$ cat src/sv/mbt_pkg.sv
`default_nettype none

package mbt_pkg;

	localparam int unsigned ResultsMax = 3;

	typedef enum logic [1:0] {
		KIND_OPEN  = 2'd0,
		KIND_CLOSE = 2'd1,
		KIND_TEXT  = 2'd2,
		KIND_ATTR  = 2'd3
	} token_kind_t;

	localparam logic [7:0] CharLt    = 8'h3C;
	localparam logic [7:0] CharSlash = 8'h2F;
	localparam logic [7:0] CharGt    = 8'h3E;
	localparam logic [7:0] CharEq    = 8'h3D;
	localparam logic [7:0] CharQuote = 8'h22;

	typedef struct packed {
		token_kind_t kind;
		logic [7:0]  char_value;
		logic        has_char;
		logic        token_end;
	} result_t;

	function automatic logic is_alnum(input logic [7:0] c);
		is_alnum = (c >= 8'h30 && c <= 8'h39) || (c >= 8'h41 && c <= 8'h5A)
			|| (c >= 8'h61 && c <= 8'h7A);
	endfunction

	function automatic logic is_space(input logic [7:0] c);
		is_space = (c == 8'h20) || (c >= 8'h09 && c <= 8'h0D);
	endfunction

	function automatic result_t mk_char(input token_kind_t kind, input logic [7:0] c);
		result_t r;
		r.kind       = kind;
		r.char_value = c;
		r.has_char   = 1'b1;
		r.token_end  = 1'b0;
		mk_char = r;
	endfunction

	function automatic result_t mk_end(input token_kind_t kind);
		result_t r;
		r.kind       = kind;
		r.char_value = 8'h00;
		r.has_char   = 1'b0;
		r.token_end  = 1'b1;
		mk_end = r;
	endfunction

endpackage

`default_nettype wire

$ cat src/sv/markup_byte_tokenizer_unit.sv
`default_nettype none

// Markup tokenizer: takes one byte of markup text per request and returns, one per
// token handshake, the bytes it keeps tagged with their token kind (open tag name,
// close tag name, text, attribute), plus an end marker after each token. A byte
// causes zero to three results; last_result flags the final one of each byte, and
// end_of_input closes any pending token and returns the scanner to text mode. A
// byte is held in the input register until the result buffer is empty or its last
// result is taken, then the mode machine forms its results in a single pass into a
// three-entry result buffer, which drains one per cycle while token_ready is high.
// Throughput is one byte per cycle for bytes with at most one result as long as
// token_ready is high. A byte passes the input register, then the result buffer.
module markup_byte_tokenizer_unit
	import mbt_pkg::*;
(
	input  wire logic       clk,
	input  wire logic       arst_n,
	input  wire logic       byte_valid,
	output logic            byte_ready,
	input  wire logic [7:0] byte_value,
	input  wire logic       end_of_input,
	output logic            token_valid,
	input  wire logic       token_ready,
	output logic [1:0]      token_kind,
	output logic [7:0]      char_value,
	output logic            has_char,
	output logic            token_end,
	output logic            last_result
);

	typedef enum logic [3:0] {
		M_TEXT        = 4'd0,
		M_LT          = 4'd1,
		M_CLOSE_NAME  = 4'd2,
		M_CLOSE_SKIP  = 4'd3,
		M_OPEN_NAME   = 4'd4,
		M_ATTR_WS     = 4'd5,
		M_ATTR_KEY    = 4'd6,
		M_ATTR_EQ     = 4'd7,
		M_ATTR_QUOTED = 4'd8
	} mode_t;

	mode_t      mode_q, mode_nx;
	logic       pend_q, pend_nx;
	logic       valid_s1;
	logic [7:0] byte_s1;
	logic       eoi_s1;

	result_t    res_q [ResultsMax];
	result_t    res_nx [ResultsMax];
	logic [1:0] cnt_q, idx_q, n;

	logic       tb_emit;
	mode_t      tb_mode;
	logic       buf_empty, out_fire, last_out, move;

	assign buf_empty   = (idx_q == cnt_q);
	assign token_valid = !buf_empty;
	assign out_fire    = token_valid && token_ready;
	assign last_out    = (idx_q == cnt_q - 2'd1);
	assign move        = valid_s1 && (buf_empty || (out_fire && last_out));
	assign byte_ready  = !valid_s1 || move;

	assign token_kind  = res_q[idx_q].kind;
	assign char_value  = res_q[idx_q].char_value;
	assign has_char    = res_q[idx_q].has_char;
	assign token_end   = res_q[idx_q].token_end;
	assign last_result = last_out;

	// byte inside a tag with no attribute byte held
	always_comb begin
		tb_emit = 1'b0;
		if (byte_s1 == CharGt) begin
			tb_mode = M_TEXT;
		end else if (is_space(byte_s1)) begin
			tb_mode = M_ATTR_WS;
		end else if (byte_s1 == CharEq) begin
			tb_emit = 1'b1;
			tb_mode = M_ATTR_EQ;
		end else begin
			tb_emit = 1'b1;
			tb_mode = M_ATTR_KEY;
		end
	end

	always_comb begin
		mode_nx = mode_q;
		pend_nx = pend_q;
		n       = 2'd0;
		for (int i = 0; i < ResultsMax; i++) begin
			res_nx[i] = '0;
		end
		case (mode_q)
			M_LT: begin
				if (byte_s1 == CharSlash) begin
					mode_nx = M_CLOSE_NAME;
				end else if (is_alnum(byte_s1)) begin
					res_nx[n] = mk_char(KIND_OPEN, byte_s1);
					n = n + 2'd1;
					mode_nx = M_OPEN_NAME;
				end else begin
					res_nx[n] = mk_end(KIND_OPEN);
					n = n + 2'd1;
					if (tb_emit) begin
						res_nx[n] = mk_char(KIND_ATTR, byte_s1);
						n = n + 2'd1;
					end
					mode_nx = tb_mode;
				end
			end
			M_CLOSE_NAME: begin
				if (is_alnum(byte_s1)) begin
					res_nx[n] = mk_char(KIND_CLOSE, byte_s1);
					n = n + 2'd1;
				end else begin
					res_nx[n] = mk_end(KIND_CLOSE);
					n = n + 2'd1;
					mode_nx = (byte_s1 == CharGt) ? M_TEXT : M_CLOSE_SKIP;
				end
			end
			M_CLOSE_SKIP: begin
				if (byte_s1 == CharGt) begin
					mode_nx = M_TEXT;
				end
			end
			M_OPEN_NAME: begin
				if (is_alnum(byte_s1)) begin
					res_nx[n] = mk_char(KIND_OPEN, byte_s1);
					n = n + 2'd1;
				end else begin
					res_nx[n] = mk_end(KIND_OPEN);
					n = n + 2'd1;
					if (tb_emit) begin
						res_nx[n] = mk_char(KIND_ATTR, byte_s1);
						n = n + 2'd1;
					end
					mode_nx = tb_mode;
				end
			end
			M_ATTR_WS: begin
				if (tb_emit) begin
					res_nx[n] = mk_char(KIND_ATTR, byte_s1);
					n = n + 2'd1;
				end
				mode_nx = tb_mode;
			end
			M_ATTR_KEY: begin
				if (byte_s1 == CharGt) begin
					res_nx[n] = mk_end(KIND_ATTR);
					n = n + 2'd1;
					mode_nx = M_TEXT;
				end else begin
					res_nx[n] = mk_char(KIND_ATTR, byte_s1);
					n = n + 2'd1;
					if (byte_s1 == CharEq) begin
						mode_nx = M_ATTR_EQ;
					end
				end
			end
			M_ATTR_EQ: begin
				if (byte_s1 == CharQuote) begin
					res_nx[n] = mk_char(KIND_ATTR, byte_s1);
					n = n + 2'd1;
					mode_nx = M_ATTR_QUOTED;
				end else begin
					res_nx[n] = mk_end(KIND_ATTR);
					n = n + 2'd1;
					if (tb_emit) begin
						res_nx[n] = mk_char(KIND_ATTR, byte_s1);
						n = n + 2'd1;
					end
					mode_nx = tb_mode;
				end
			end
			M_ATTR_QUOTED: begin
				res_nx[n] = mk_char(KIND_ATTR, byte_s1);
				n = n + 2'd1;
				if (byte_s1 == CharQuote) begin
					res_nx[n] = mk_end(KIND_ATTR);
					n = n + 2'd1;
					mode_nx = M_ATTR_WS;
				end
			end
			default: begin
				if (byte_s1 == CharLt) begin
					if (pend_q) begin
						res_nx[n] = mk_end(KIND_TEXT);
						n = n + 2'd1;
					end
					pend_nx = 1'b0;
					mode_nx = M_LT;
				end else begin
					res_nx[n] = mk_char(KIND_TEXT, byte_s1);
					n = n + 2'd1;
					pend_nx = 1'b1;
					mode_nx = M_TEXT;
				end
			end
		endcase

		// close whatever token is open at end of input
		if (eoi_s1) begin
			case (mode_nx)
				M_LT, M_OPEN_NAME: begin
					res_nx[n] = mk_end(KIND_OPEN);
					n = n + 2'd1;
				end
				M_CLOSE_NAME: begin
					res_nx[n] = mk_end(KIND_CLOSE);
					n = n + 2'd1;
				end
				M_ATTR_KEY, M_ATTR_EQ, M_ATTR_QUOTED: begin
					res_nx[n] = mk_end(KIND_ATTR);
					n = n + 2'd1;
				end
				M_CLOSE_SKIP, M_ATTR_WS: begin
				end
				default: begin
					if (pend_nx) begin
						res_nx[n] = mk_end(KIND_TEXT);
						n = n + 2'd1;
					end
				end
			endcase
			mode_nx = M_TEXT;
			pend_nx = 1'b0;
		end
	end

	always_ff @(posedge clk or negedge arst_n) begin
		if (!arst_n) begin
			mode_q   <= M_TEXT;
			pend_q   <= 1'b0;
			valid_s1 <= 1'b0;
			byte_s1  <= 8'h00;
			eoi_s1   <= 1'b0;
			cnt_q    <= 2'd0;
			idx_q    <= 2'd0;
			for (int i = 0; i < ResultsMax; i++) begin
				res_q[i] <= '0;
			end
		end else begin
			if (byte_valid && byte_ready) begin
				valid_s1 <= 1'b1;
				byte_s1  <= byte_value;
				eoi_s1   <= end_of_input;
			end else if (move) begin
				valid_s1 <= 1'b0;
			end
			if (move) begin
				mode_q <= mode_nx;
				pend_q <= pend_nx;
				cnt_q  <= n;
				idx_q  <= 2'd0;
				for (int i = 0; i < ResultsMax; i++) begin
					res_q[i] <= res_nx[i];
				end
			end else if (out_fire) begin
				idx_q <= idx_q + 2'd1;
			end
		end
	end

endmodule

`default_nettype wire

$ cat config.mk
export PLATFORM = sky130hd
export DESIGN_NAME = markup_byte_tokenizer_unit
export DESIGN_NICKNAME = d
export VERILOG_FILES = /design/src/sv/mbt_pkg.sv /design/src/sv/markup_byte_tokenizer_unit.sv
export SDC_FILE = /design/constraint.sdc
export NUM_CORES = 1
export LEC_CHECK = 0
export CAP_MARGIN = 20
export CORE_MARGIN = 4
export CORE_UTILIZATION = 35
export DETAILED_ROUTE_END_ITERATION = 8
export DONT_BUFFER_PORTS = 1
export HOLD_SLACK_MARGIN = 0.03
export PLACE_DENSITY_LB_ADDON = 0.1
export SETUP_SLACK_MARGIN = 0.1
export SYNTH_ARGS = -nofsm -noshare
export SYNTH_HDL_FRONTEND = slang
export SYNTH_SLANG_ARGS = --single-unit
$ cat constraint.sdc
create_clock -name clk -period 3.4 [get_ports clk]
set_clock_uncertainty 0.15 [all_clocks]
set_input_delay 0.34 -clock clk [delete_from_list [all_inputs] [get_ports clk]]
set_output_delay 0.34 -clock clk [all_outputs]
set_load 0.05 [all_outputs]
# After elaboration in Yosys (flattened, before gate mapping)
# Cells that the tools add are included.
[totals] ff_bits=55 output_inout_bits=15 inputBits=13
[classes] mux=58 n_lt_le_gt_ge=11 eq_ne=24 reduce_logical=24 add_sub_neg=3 bitwise=14
[op_table] operator="$pmux 36 s4" count=1
[op_table] operator="$mux 12" count=9
[op_table] operator="$pmux 12 s8" count=1
[op_table] operator="$mux 36" count=2
[op_table] operator="$and 30x30->30" count=2
[op_table] operator="$not 30->30" count=2
[op_table] operator="$eq 8x6->1 const B" count=6
[op_table] operator="$pmux 12 s4" count=1
[op_table] operator="$mux 10" count=4
[op_table] operator="$mux 4" count=10
[op_table] operator="$and 33x33->33" count=1
[op_table] operator="$not 33->33" count=1
[op_table] operator="$eq 4x3->1 const B" count=8
[op_table] operator="$pmux 4 s8" count=1
[op_table] operator="$and 27x27->27" count=1
[op_table] operator="$not 27->27" count=1
[op_table] operator="$bmux 12 s2" count=1
[op_table] operator="$demux 12 s2" count=1
[op_table] operator="$mux 2" count=12
[op_table] operator="$mux 22" count=1
[op_table] operator="$eq 4x2->1 const B" count=4
[op_table] operator="$ge 8x7->1 const B" count=2
[op_table] operator="$le 8x7->1 const B" count=2
[op_table] operator="$pmux 2 s7" count=1
[op_table] operator="other kinds (26)" count=59

# Logic depth before layout (Yosys ltp)
# Gate-level depths: netlist of the first run.
[logic_depth] depth_word=19 mapped_depth=14 mapped_depth_nobuf=12

# Worst setup path before layout of the first run
# OpenSTA, ideal clock, no wires.
[synth_path] kind="reg2reg" from="register idx_q[1]" to="register byte_s1[0]" path_buffers=1 arrival_ns=3.140 path_slack_ns=-0.014 path_stages_with_launch=8 period_less_slack_ns=3.414 setup_ns=0.125 required_time_ns=3.125 cell_sequence="dfrtp_1 clkbuf_1 xnor2_1 mux2i_1 a21boi_0 nand2_1 nand2_1 mux2_2"
[synth_between] elab_cells_between_ends=9 cone_classes="eq/ne (2); reduce/logical (7)"
[synth_lines] element="start, declared" line_no="markup_byte_tokenizer_unit.sv:51" source="logic [1:0] cnt_q, idx_q, n;"
[synth_lines] element="start signal, assigned" line_no="markup_byte_tokenizer_unit.sv:259" source="idx_q <= idx_q + 2'd1;"
[synth_lines] element="$eq 2x2->1" line_no="markup_byte_tokenizer_unit.sv:60" source="assign last_out = (idx_q == cnt_q - 2'd1);"
[synth_lines] element="via last_result" line_no="markup_byte_tokenizer_unit.sv:28" source="output logic last_result"
[synth_lines] element="$logic_and 1x1->1" line_no="markup_byte_tokenizer_unit.sv:61" source="assign move = valid_s1 && (buf_empty || (out_fire && last_out));"
[synth_lines] element="$logic_or 1x1->1" line_no="markup_byte_tokenizer_unit.sv:61"
[synth_lines] element="$logic_and 1x1->1" line_no="markup_byte_tokenizer_unit.sv:61"
[synth_lines] element="$logic_or 1x1->1" line_no="markup_byte_tokenizer_unit.sv:62" source="assign byte_ready = !valid_s1 || move;"
[synth_lines] element="via byte_ready" line_no="markup_byte_tokenizer_unit.sv:19" source="output logic byte_ready,"
[synth_lines] element="$logic_and 1x1->1" line_no="markup_byte_tokenizer_unit.sv:243" source="if (byte_valid && byte_ready) begin"
[synth_lines] element="end signal, assigned" line_no="markup_byte_tokenizer_unit.sv:245" source="byte_s1 <= byte_value;"
[synth_lines] element="end, declared" line_no="markup_byte_tokenizer_unit.sv:46" source="logic [7:0] byte_s1;"
# The timed path passes the listed nets, and every way through them passes these cells.
# A chain may end at the register's enable or synchronous reset.

# Worst setup path in the final report of the first run
[layout_path] from="register byte_s1[6]" to="register res_q[31] (netlist name)"
[layout_between] elab_chain_len=19 elab_cells_between_ends=84 cone_classes="order compare (10); eq/ne (14); mux (40); bitwise (9); reduce/logical (11)"
[layout_lines] element="$ge 8x4->1 / $le 8x4->1 (equally long branches)" line_no="mbt_pkg.sv:33" source="is_space = (c == 8'h20) || (c >= 8'h09 && c <= 8'h0D);"
[layout_lines] element="$logic_and 1x1->1" line_no="mbt_pkg.sv:33"
[layout_lines] element="$logic_or 1x1->1" line_no="mbt_pkg.sv:33"
[layout_lines] element="$mux 1" line_no="markup_byte_tokenizer_unit.sv:75" source="end else if (is_space(byte_s1)) begin"
[layout_lines] element="$mux 1" line_no="markup_byte_tokenizer_unit.sv:73" source="if (byte_s1 == CharGt) begin"
[layout_lines] element="$mux 2" line_no="markup_byte_tokenizer_unit.sv:104, markup_byte_tokenizer_unit.sv:133, markup_byte_tokenizer_unit.sv:168"
[layout_lines] element="$mux 2" line_no="markup_byte_tokenizer_unit.sv:127" source="if (is_alnum(byte_s1)) begin"
[layout_lines] element="$mux 2" line_no="markup_byte_tokenizer_unit.sv:95" source="if (byte_s1 == CharSlash) begin"
[layout_lines] element="[3 not listed]"
[layout_lines] element="$logic_and 1x1->1 (implied by the code)"
[layout_lines] element="$mux 12 (implied by the code)"
[layout_lines] element="$demux 12 s2"
[layout_lines] element="$not 30->30 (no line)"
[layout_lines] element="$and 30x30->30 (no line)"
[layout_lines] element="$mux 36" line_no="markup_byte_tokenizer_unit.sv:219" source="if (pend_nx) begin"
[layout_lines] element="$pmux 36 s4" line_no="markup_byte_tokenizer_unit.sv:203" source="case (mode_nx)"
[layout_lines] element="$mux 36 (*)" line_no="markup_byte_tokenizer_unit.sv:202" source="if (eoi_s1) begin"
[layout_lines] element="end signal, assigned by index" line_no="markup_byte_tokenizer_unit.sv:256" source="res_q[i] <= res_nx[i];"
[layout_lines] element="end, declared" line_no="markup_byte_tokenizer_unit.sv:49" source="result_t res_q [ResultsMax];"
# Mark *: on every way between the ends. The rest lies on a longest branch, timed or not.

==> reports/metrics.csv, run 1 <==
metric;value;unit
status;finished clean;
final_common_cell;buf_4;
port_buffers;0;
cpMaxStageDelayCell;or4b_4;
fmax;314;MHz
clock_latency;310;ps
cts.sinks;46;
place.gp.congestion;0.907;
fin_crit_sh;93.8;%
whs_path_depth;3;
avgRoutedWirePerCell;18.8;µm
drive_gt1_share;26.1;%
ys_ff_latch;46;
dpl.hpwl;7.13;mm
antenna_found_initial;0;
reg2reg_depth;11;
grt_max_degree;47;
num_vias;3125;
async_flop_share;100;%
rows;34;
path_cells;buf_4 > or4b_4 > o211ai_4 > a221oi_2 > buf_4 > o2111ai_2 > and3_4 > nand4_2 > a41oi_4 > buf_12 > a32o_1;
syn_avg_cell_area;8.87;µm²
crit_fanout;10;
crit_type;reg2reg;
ios;28;
cts_tree;built;
cp_data_arrival_time;3290;ps
coreArea;0.00889;mm²
path_common_cell;buf_4;
first_iter_violations;238;
wirelength;9.80;mm
grt_pass1_wl;16.1;mm
finalHoldViolCount;0;
finalCriticalPeriod;3190;ps
grt_overflow;0;
final_area;0.00406;mm²
synth-main-ff-cell;dfrtp_1;
syn_to_final_growth;24.5;%
start_util;36.7;%
cpPeakStageDelay;560;ps
grt_pass1_vias;3050;
dieArea;0.0109;mm²
path_clk_slew;110;ps
syn-num-nets;384;
hold_class;in2reg;
startpoint_type;flop;
die-height;105;µm
grt_usage;17.9;%
synth-edff-count;0;
root_buffer;clkbuf_8;
synth_area;0.00326;mm²
yosys_warnings;0;
n_antenna_cell;0;
antenna_left;0;
yosysSeqAreaShare;35.3;%
cts_buffers;5;
place_area;0.00365;mm²
cts-htree-levels;2;
die_w;105;µm
mostFrequentLayoutCells;buf_4 (51), dfrtp_1 (42), nand2_1 (41);
utilization;45.7;%
first_pass_iters;5;
relSlewSlack;35.1;%
slew_viol_final;0;
tightest_slew;967;ps
yosysUniqueCellTypes;71;
avgViaCountPerCell;5.99;
rsz0062_at_grt;true;
setup_viol;0;
syn_inst;368;
required;3500;ps
clockBufferDepth;2;
drc;0;
cap_violations;0;
critPathCaptureType;flop;
layout.nets;429;
==> sequential cells by signal, indices dropped and copies added, names as in the netlist <==
name	flops
eoi_s1	1
mode_q	4
pend_q	1
idx_q	2
cnt_q	2
res_q	27
valid_s1	1
byte_s1	8
==> worst max-delay path, delay by kind of cell (launching register included) <==
kind,cells,cell delay [ps]
compound gates,5,1060
simple gates,3,1020
buf+inv,3,490
flops,1,400
==> cells in the mapped netlist, types with 6 or more instances <==
cell      instances  area, µm²
a21oi_1          13       65.1
a22o_1           15        131
a31oi_1           6       37.5
clkbuf_1         18       67.6
dfrtp_1          46       1150
inv_1            10       37.5
mux2_2            9        101
mux2i_1          14        140
nand2_1          41        154
nand2b_1          9       56.3
nand3_1          11       55.1
nand4_1           9       56.3
nor2_1           27        101
nor2b_1           6       37.5
nor3_1           10       50.1
o21ai_0          22        110
o31ai_1           7       52.6
==> cells by family (layout without fill, tap and decap cells) <==
group / count (synthesis) / after routing / synth area share (%)
buf+inv: 37 / 83 / 5.06
mux: 23 / 23 / 7.40
flops: 46 / 46 / 35.3
xor+xnor: 1 / 1 / 0.268
fa+ha+maj: 3 / 3 / 1.15
simple gates: 142 / 142 / 23.0
compound gates: 116 / 116 / 27.9
==> final timing paths <==
path / startpoint / end / slack (ps)
max: byte_s1[6] / res_q[31] / 210
min: token_ready / idx_q[1] / 150
max reg2reg: byte_s1[6] / res_q[31] / 210
min reg2reg: res_q[13] / res_q[13] / 340
max in group asynchronous: arst_n / res_q[10] / 2490
min in group asynchronous: arst_n / res_q[19] / 380
==> metrics by stage <==
stage                     setup TNS (ps)  worst slack [ps]  cells  hold WS (ps)
final                                  0               211    522           145
after global routing                   0              86.1    522           156
after CTS                              0               108    516           121
after detailed placement           -34.6             -34.6    496          -104
after global placement                 0               110    496          -104
after floorplan                        0               224    368          -106
==> final cells by class <==
type	instances	area, µm²
well taps	108	135
inverters	10	37.5
multi-input cells	285	2060
clock inverters	3	48.8
fillers	866	4830
clock buffers	5	68.8
repair buffers	65	561
flip-flops and latches	46	1160
==> routing by layer <==
layer  share of wire (%)  GRT usage (%)  vias up
met5                   0              0        -
met1                  48           24.7     1536
li1                    -              -     1480
met4                 1.3           4.59        0
met2                  46           28.5       99
met3                 4.6           4.13       10
==> repair_timing <==
| item | CTS | global route |
|---|---|---|
| endpoints found under the hold margin | 56 | 0 |
| setup endpoints to repair | 1 | 7 |
| setup buffers | 0 | 6 |
| pin swaps | 0 | 4 |
| resized for setup | 7 | 16 |
| gates cloned | 0 | 0 |
| hold buffers | 12 | 0 |
Power of run 1 is not shown: default switching activity piles up to over one toggle a cycle in this logic, so the estimate is an artifact.
==> run 2: changes to the inputs <==
==> constraint.sdc (replaced) <==
create_clock -name clk -period 3.45 [get_ports clk]
set_clock_uncertainty 0.15 [all_clocks]
set_input_delay 0.345 -clock clk [delete_from_list [all_inputs] [get_ports clk]]
set_output_delay 0.345 -clock clk [all_outputs]
set_load 0.05 [all_outputs]
==> run 2 against run 1 <==
Net effect: final area decreased by 4.4%; largest cell class unchanged; cell count fell by 3.1%; sequential cell count unchanged; core utilization down 2.0 points; count of clock-buffer cells in the layout stayed put; first-iteration DRC count is 38% lower; fmax fell by 1.1%; critical path depth shrank 1; register-to-register slack barely moved.
==> reports/metrics.csv, run 2 (synthesis results as in run 1) <==
metric;value;unit;change
status;finished clean;;
layout.nets;413;;-3.7%
avgViaCountPerCell;5.98;;about the same
port_buffers;0;;unchanged
first_iter_violations;147;;-38%
rrSetupSlack;230;ps;about the same
hold_class;in2reg;;
dieArea;0.0109;mm²;unchanged
place.gp.congestion;0.874;;-3.6%
crit_cells;10;;-1
relSlewSlack;34.9;%;-0.18 points
cts-htree-levels;2;;unchanged
utilization;43.7;%;-2.0 points
wirelength;9.64;mm;-1.6%
fin_ws;225;ps;+14.7 ps
path_common_cell;buf_4;;
dpl.cell_count;484;;-2.4%
cts_tree;built;;
avgRoutedWirePerCell;19.1;µm;+1.6%
tns;0;ps;unchanged
drc;0;;unchanged
required;3520;ps;+20 ps
antenna_left;0;;unchanged
wl_met3;510;µm;+13%
seqCellArea;0.00116;mm²;unchanged
routed-wl-met2;4.41;mm;-2.8%
crit_type;reg2reg;;
finalCriticalPeriod;3220;ps;+35.3 ps
clock_latency;310;ps;about the same
start_util;36.7;%;unchanged
slew_viol_final;0;;unchanged
tightest_slew;970;ps;+2.74 ps
grt_pass1_vias;2921;;-4.2%
n_antenna_cell;0;;unchanged
highest_layer;met4;;
top_register;res_q;;
min_from;token_ready;;
largest_register_ffs;27;;unchanged
finalHoldViolCount;0;;unchanged
crit_fanout;9;;-1
num_vias;3028;;-3.1%
endpoint;cnt_q[0];;
crit_family;compound AO/OA/AOI/OAI gates;;
path_clk_slew;110;ps;about the same
die-height;105;µm;unchanged
reg2reg_to;cnt_q[0];;
cpMaxStageDelayCell;or4b_4;;
cts.sinks;46;;unchanged
cp-startpoint;byte_s1[7];;
clockBufferDepth;2;;unchanged
wl_met1;4.61;mm;-1.4%
cap_violations;0;;unchanged
startpoint_type;flop;;
syn_to_final_growth;19.0;%;
rsz0062_at_grt;true;;
rows;34;;unchanged
reg2reg_from;byte_s1[7];;
final_common_cell;dfrtp_1;;
grt_overflow;0;;unchanged
coreArea;0.00889;mm²;unchanged
fmax;310;MHz;-1.1%
multi_input_area;0.00200;mm²;-2.8%
cp_data_arrival_time;3290;ps;about the same
path_cells;buf_4 > or4b_4 > o211ai_4 > a21oi_2 > a21o_4 > and2_4 > a211o_1 > buf_4 > and4_2 > o31ai_1;;
critPathCaptureType;flop;;
mostFrequentLayoutCells;dfrtp_1 (42), nand2_1 (41), buf_4 (35);;
cpPeakStageDelay;520;ps;-40 ps
reg2reg_depth;10;;-1
antenna_found_initial;0;;unchanged
path_buf_inv;2;;-1
root_buffer;clkbuf_8;;
grt_max_degree;47;;unchanged
grt_usage;18.1;%;+0.15 points
final_cells;506;;-3.1%
grt_pass1_wl;16.1;mm;about the same
setup_viol;0;;unchanged
dpl.hpwl;7.07;mm;-0.82%
drive_gt1_share;20.9;%;-5.2 points
cts_buffers;5;;unchanged
ios;28;;unchanged
first_pass_iters;4;;-1
fin_crit_sh;93.5;%;-0.34 points
die_w;105;µm;unchanged
reg_top3;res_q x27, byte_s1 x8, mode_q x4;;
nFillCells;880;;+1.6%
dp_slack;37.7;ps;+72.3 ps
-- run 2: repair_timing --
action,CTS,global route
endpoints found under the hold margin,56,0
resized for setup,4,8
hold buffers,12,0
setup endpoints to repair,1,21
gates cloned,0,0
pin swaps,0,3
buffers inserted,0,2
-- run 2: how the worst min path moves through the flow --
stage / end / cells after the start / slack (ps)
after global placement: res_q[19] / 0 / -100
after global routing: idx_q[1] / 3 / 160
after CTS: idx_q[1] / 3 / 130
after detailed placement: res_q[19] / 0 / -100
final: idx_q[1] / 3 / 130
after floorplan: byte_s1[0] / 0 / -100
-- run 2: layout make-up --
| class | instances | area share (%) |
|---|---|---|
| sequential | 46 | 29.8 |
| timing repair buffer | 49 | 11.3 |
| clock inverter | 3 | 1.26 |
| tap | 108 | 3.48 |
| multi-input combinational | 285 | 51.4 |
| clock buffer | 5 | 1.77 |
| inverter | 10 | 0.966 |
-- run 2: per-layer routing --
layer  vias to the layer above  GRT usage, %
met5                         -             0
met4                         0          3.84
met3                        11          3.02
met2                        88          29.0
met1                      1476          25.8
li1                       1453             -
-- run 2: worst reg2reg max path: cells and delay by family, from the launching register on --
kind / cells / cell delay [ps]
AOI/OAI and AO/OA: 5 / 1270
and+or+nand+nor: 3 / 900
DFF: 1 / 440
buffers and inverters: 2 / 370
-- run 2: stage by stage --
step / hold slack [ps] / area, µm²
final: 131 / 3880
after global routing: 156 / 3880
after CTS: 133 / 3810
after detailed placement: -98.8 / 3540
after global placement: -99.2 / 3540
after floorplan: -101 / 3270
Power of run 2 is left out for the same reason.
==> run 3: changes to the inputs <==
--- a/config.mk
+++ b/config.mk
@@ -6,7 +6,7 @@
 export NUM_CORES = 1
 export LEC_CHECK = 0
 export CAP_MARGIN = 20
-export CORE_MARGIN = 4
+export CORE_MARGIN = 1.5
 export CORE_UTILIZATION = 35
 export DETAILED_ROUTE_END_ITERATION = 8
 export DONT_BUFFER_PORTS = 1
==> run 3 against run 2 <==
Net effect: hold slack better by 18 ps; final area down 0.52%; critical path type unchanged; global-route usage up 1.8 points; setup slack worse by 16 ps; non-clock buffer count down 2; count of clock-buffer cells in the layout unchanged; sequential cell count unchanged; via count down 0.69%; largest cell class unchanged; routed wire length down 1.4%; cell count up 0.20%; sequential share of layout area up 0.12 points; critical path depth down 1.
==> reports/metrics.csv, run 3 (synthesis results as in run 1) <==
metric;value;unit;change
cpPeakStageDelay;530;ps;about the same
slew_viol_final;0;;unchanged
cp_data_arrival_time;3340;ps;+50 ps
crit_type;reg2reg;;
first_iter_violations;225;;+53%
min_from;token_ready;;
rrSetupSlack;210;ps;-20 ps
crit_fanout;10;;+1
antenna_found_initial;0;;unchanged
dieArea;0.00992;mm²;-9.3%
clock_latency;300;ps;about the same
avgViaCountPerCell;5.93;;-0.89%
reg2reg_depth;9;;-1
largest_register_ffs;27;;unchanged
grt_pass1_wl;15.7;mm;-2.5%
finalCriticalPeriod;3240;ps;+16.3 ps
port_buffers;0;;unchanged
final_area;0.00386;mm²;-0.52%
rows;35;;+2.9%
first_pass_iters;4;;unchanged
cpMaxStageDelayCell;or4b_4;;
reg2reg_to;res_q[31];;
grt_max_degree;47;;unchanged
rsz0062_at_grt;true;;
wirelength;9.51;mm;-1.4%
top_register;res_q;;
grt_usage;19.9;%;+1.8 points
finalHoldViolCount;0;;unchanged
path_clk_slew;100;ps;about the same
avgRoutedWirePerCell;18.8;µm;-1.6%
place_area;0.00353;mm²;-0.11%
start_util;35.7;%;-1.0 points
nFillCells;918;;+4.3%
setup_viol;0;;unchanged
mostFrequentLayoutCells;dfrtp_1 (43), nand2_1 (39), buf_4 (35);;
root_buffer;clkbuf_8;;
relSlewSlack;35.3;%;+0.36 points
clockBufferDepth;2;;unchanged
fin_crit_sh;93.9;%;+0.47 points
startpoint_type;flop;;
antenna_left;0;;unchanged
hold_class;in2reg;;
required;3550;ps;+30 ps
holdPathEnd;idx_q[1];;
fin_ws;209;ps;-16.3 ps
final_common_cell;dfrtp_1;;
syn_to_final_growth;18.4;%;
reg_top3;res_q x27, byte_s1 x8, mode_q x4;;
drive_gt1_share;21.0;%;+0.11 points
cap_violations;0;;unchanged
cts_tree;built;;
reg2reg_from;byte_s1[7];;
grt_overflow;0;;unchanged
fmax;309;MHz;-0.50%
path_cells;buf_4 > or4b_4 > o211ai_4 > a221oi_4 > o2111ai_2 > and3_4 > nand4_2 > a41oi_4 > a32o_1;;
cts.sinks;46;;unchanged
coreArea;0.00915;mm²;+2.9%
layout.nets;411;;-0.48%
status;finished clean;;
dpl.hpwl;6.88;mm;-2.8%
tightest_slew;964;ps;-5.34 ps
die-height;99.6;µm;-4.8%
tns;0;ps;unchanged
drc;0;;unchanged
num_vias;3007;;-0.69%
whs_path_depth;3;;unchanged
critPathCaptureType;flop;;
ios;28;;unchanged
place.gp.congestion;0.881;;+0.81%
cts_buffers;5;;unchanged
n_antenna_cell;0;;unchanged
cts-htree-levels;2;;unchanged
dp_slack;165;ps;+128 ps
die_w;99.6;µm;-4.8%
grt_pass1_vias;2951;;+1.0%
==> run 3: per-stage QoR <==
stage	util, %	std cells	hold WS [ps]
floorplan	-	368	-101
global placement	38.6	486	-99.3
detailed placement	38.6	486	-99.2
CTS	41.4	506	135
global route	42.2	507	162
finish	42.2	507	149
==> run 3: timing repair <==
action | in CTS | in global routing
resized for setup | 0 | 15
endpoints found under the setup margin | 0 | 22
setup buffers | 0 | 1
hold buffers | 12 | 0
hold endpoints to repair | 56 | 0
==> run 3: worst max-delay path: cells and delay by family (launching register included) <==
family | cells | cell delay (ps)
compound gates | 5 | 1390
simple gates | 3 | 1000
flops | 1 | 450
buf+inv | 1 | 190
==> run 3: routing by layer <==
metal  vias to the layer above  track usage (%)  part of all wire, %
met5                         -                0                    0
met4                         0             4.44                  1.5
met3                        13             2.88                  5.2
met2                       101             31.6                   46
met1                      1444             28.7                   47
li1                       1449                -                    -
==> run 3: worst max-delay path by stage <==
stage | startpoint | to | slack [ps] | depth (start not counted)
3_5_place_dp | byte_s1[0] | res_q[35] | 170 | 13
3_3_place_gp | byte_s1[0] | res_q[35] | 130 | 13
2_1_floorplan | byte_s1[1] | res_q[35] | 270 | 13
6_report | byte_s1[7] | res_q[31] | 210 | 9
4_1_cts | byte_s1[0] | res_q[35] | 130 | 13
5_1_grt | byte_s1[2] | res_q[35] | 70 | 12
==> run 3: area by class of cell <==
cell class	count	area (µm²)	share of cell area (%)
Sequential cell	46	1150	29.9
Inverter	10	37.5	0.971
Multi-Input combinational cell	285	2020	52.3
Tap cell	111	139	3.59
Clock inverter	3	43.8	1.13
Timing Repair Buffer	47	400	10.4
Clock buffer	5	68.8	1.78
Power of run 3 is left out for the same reason.
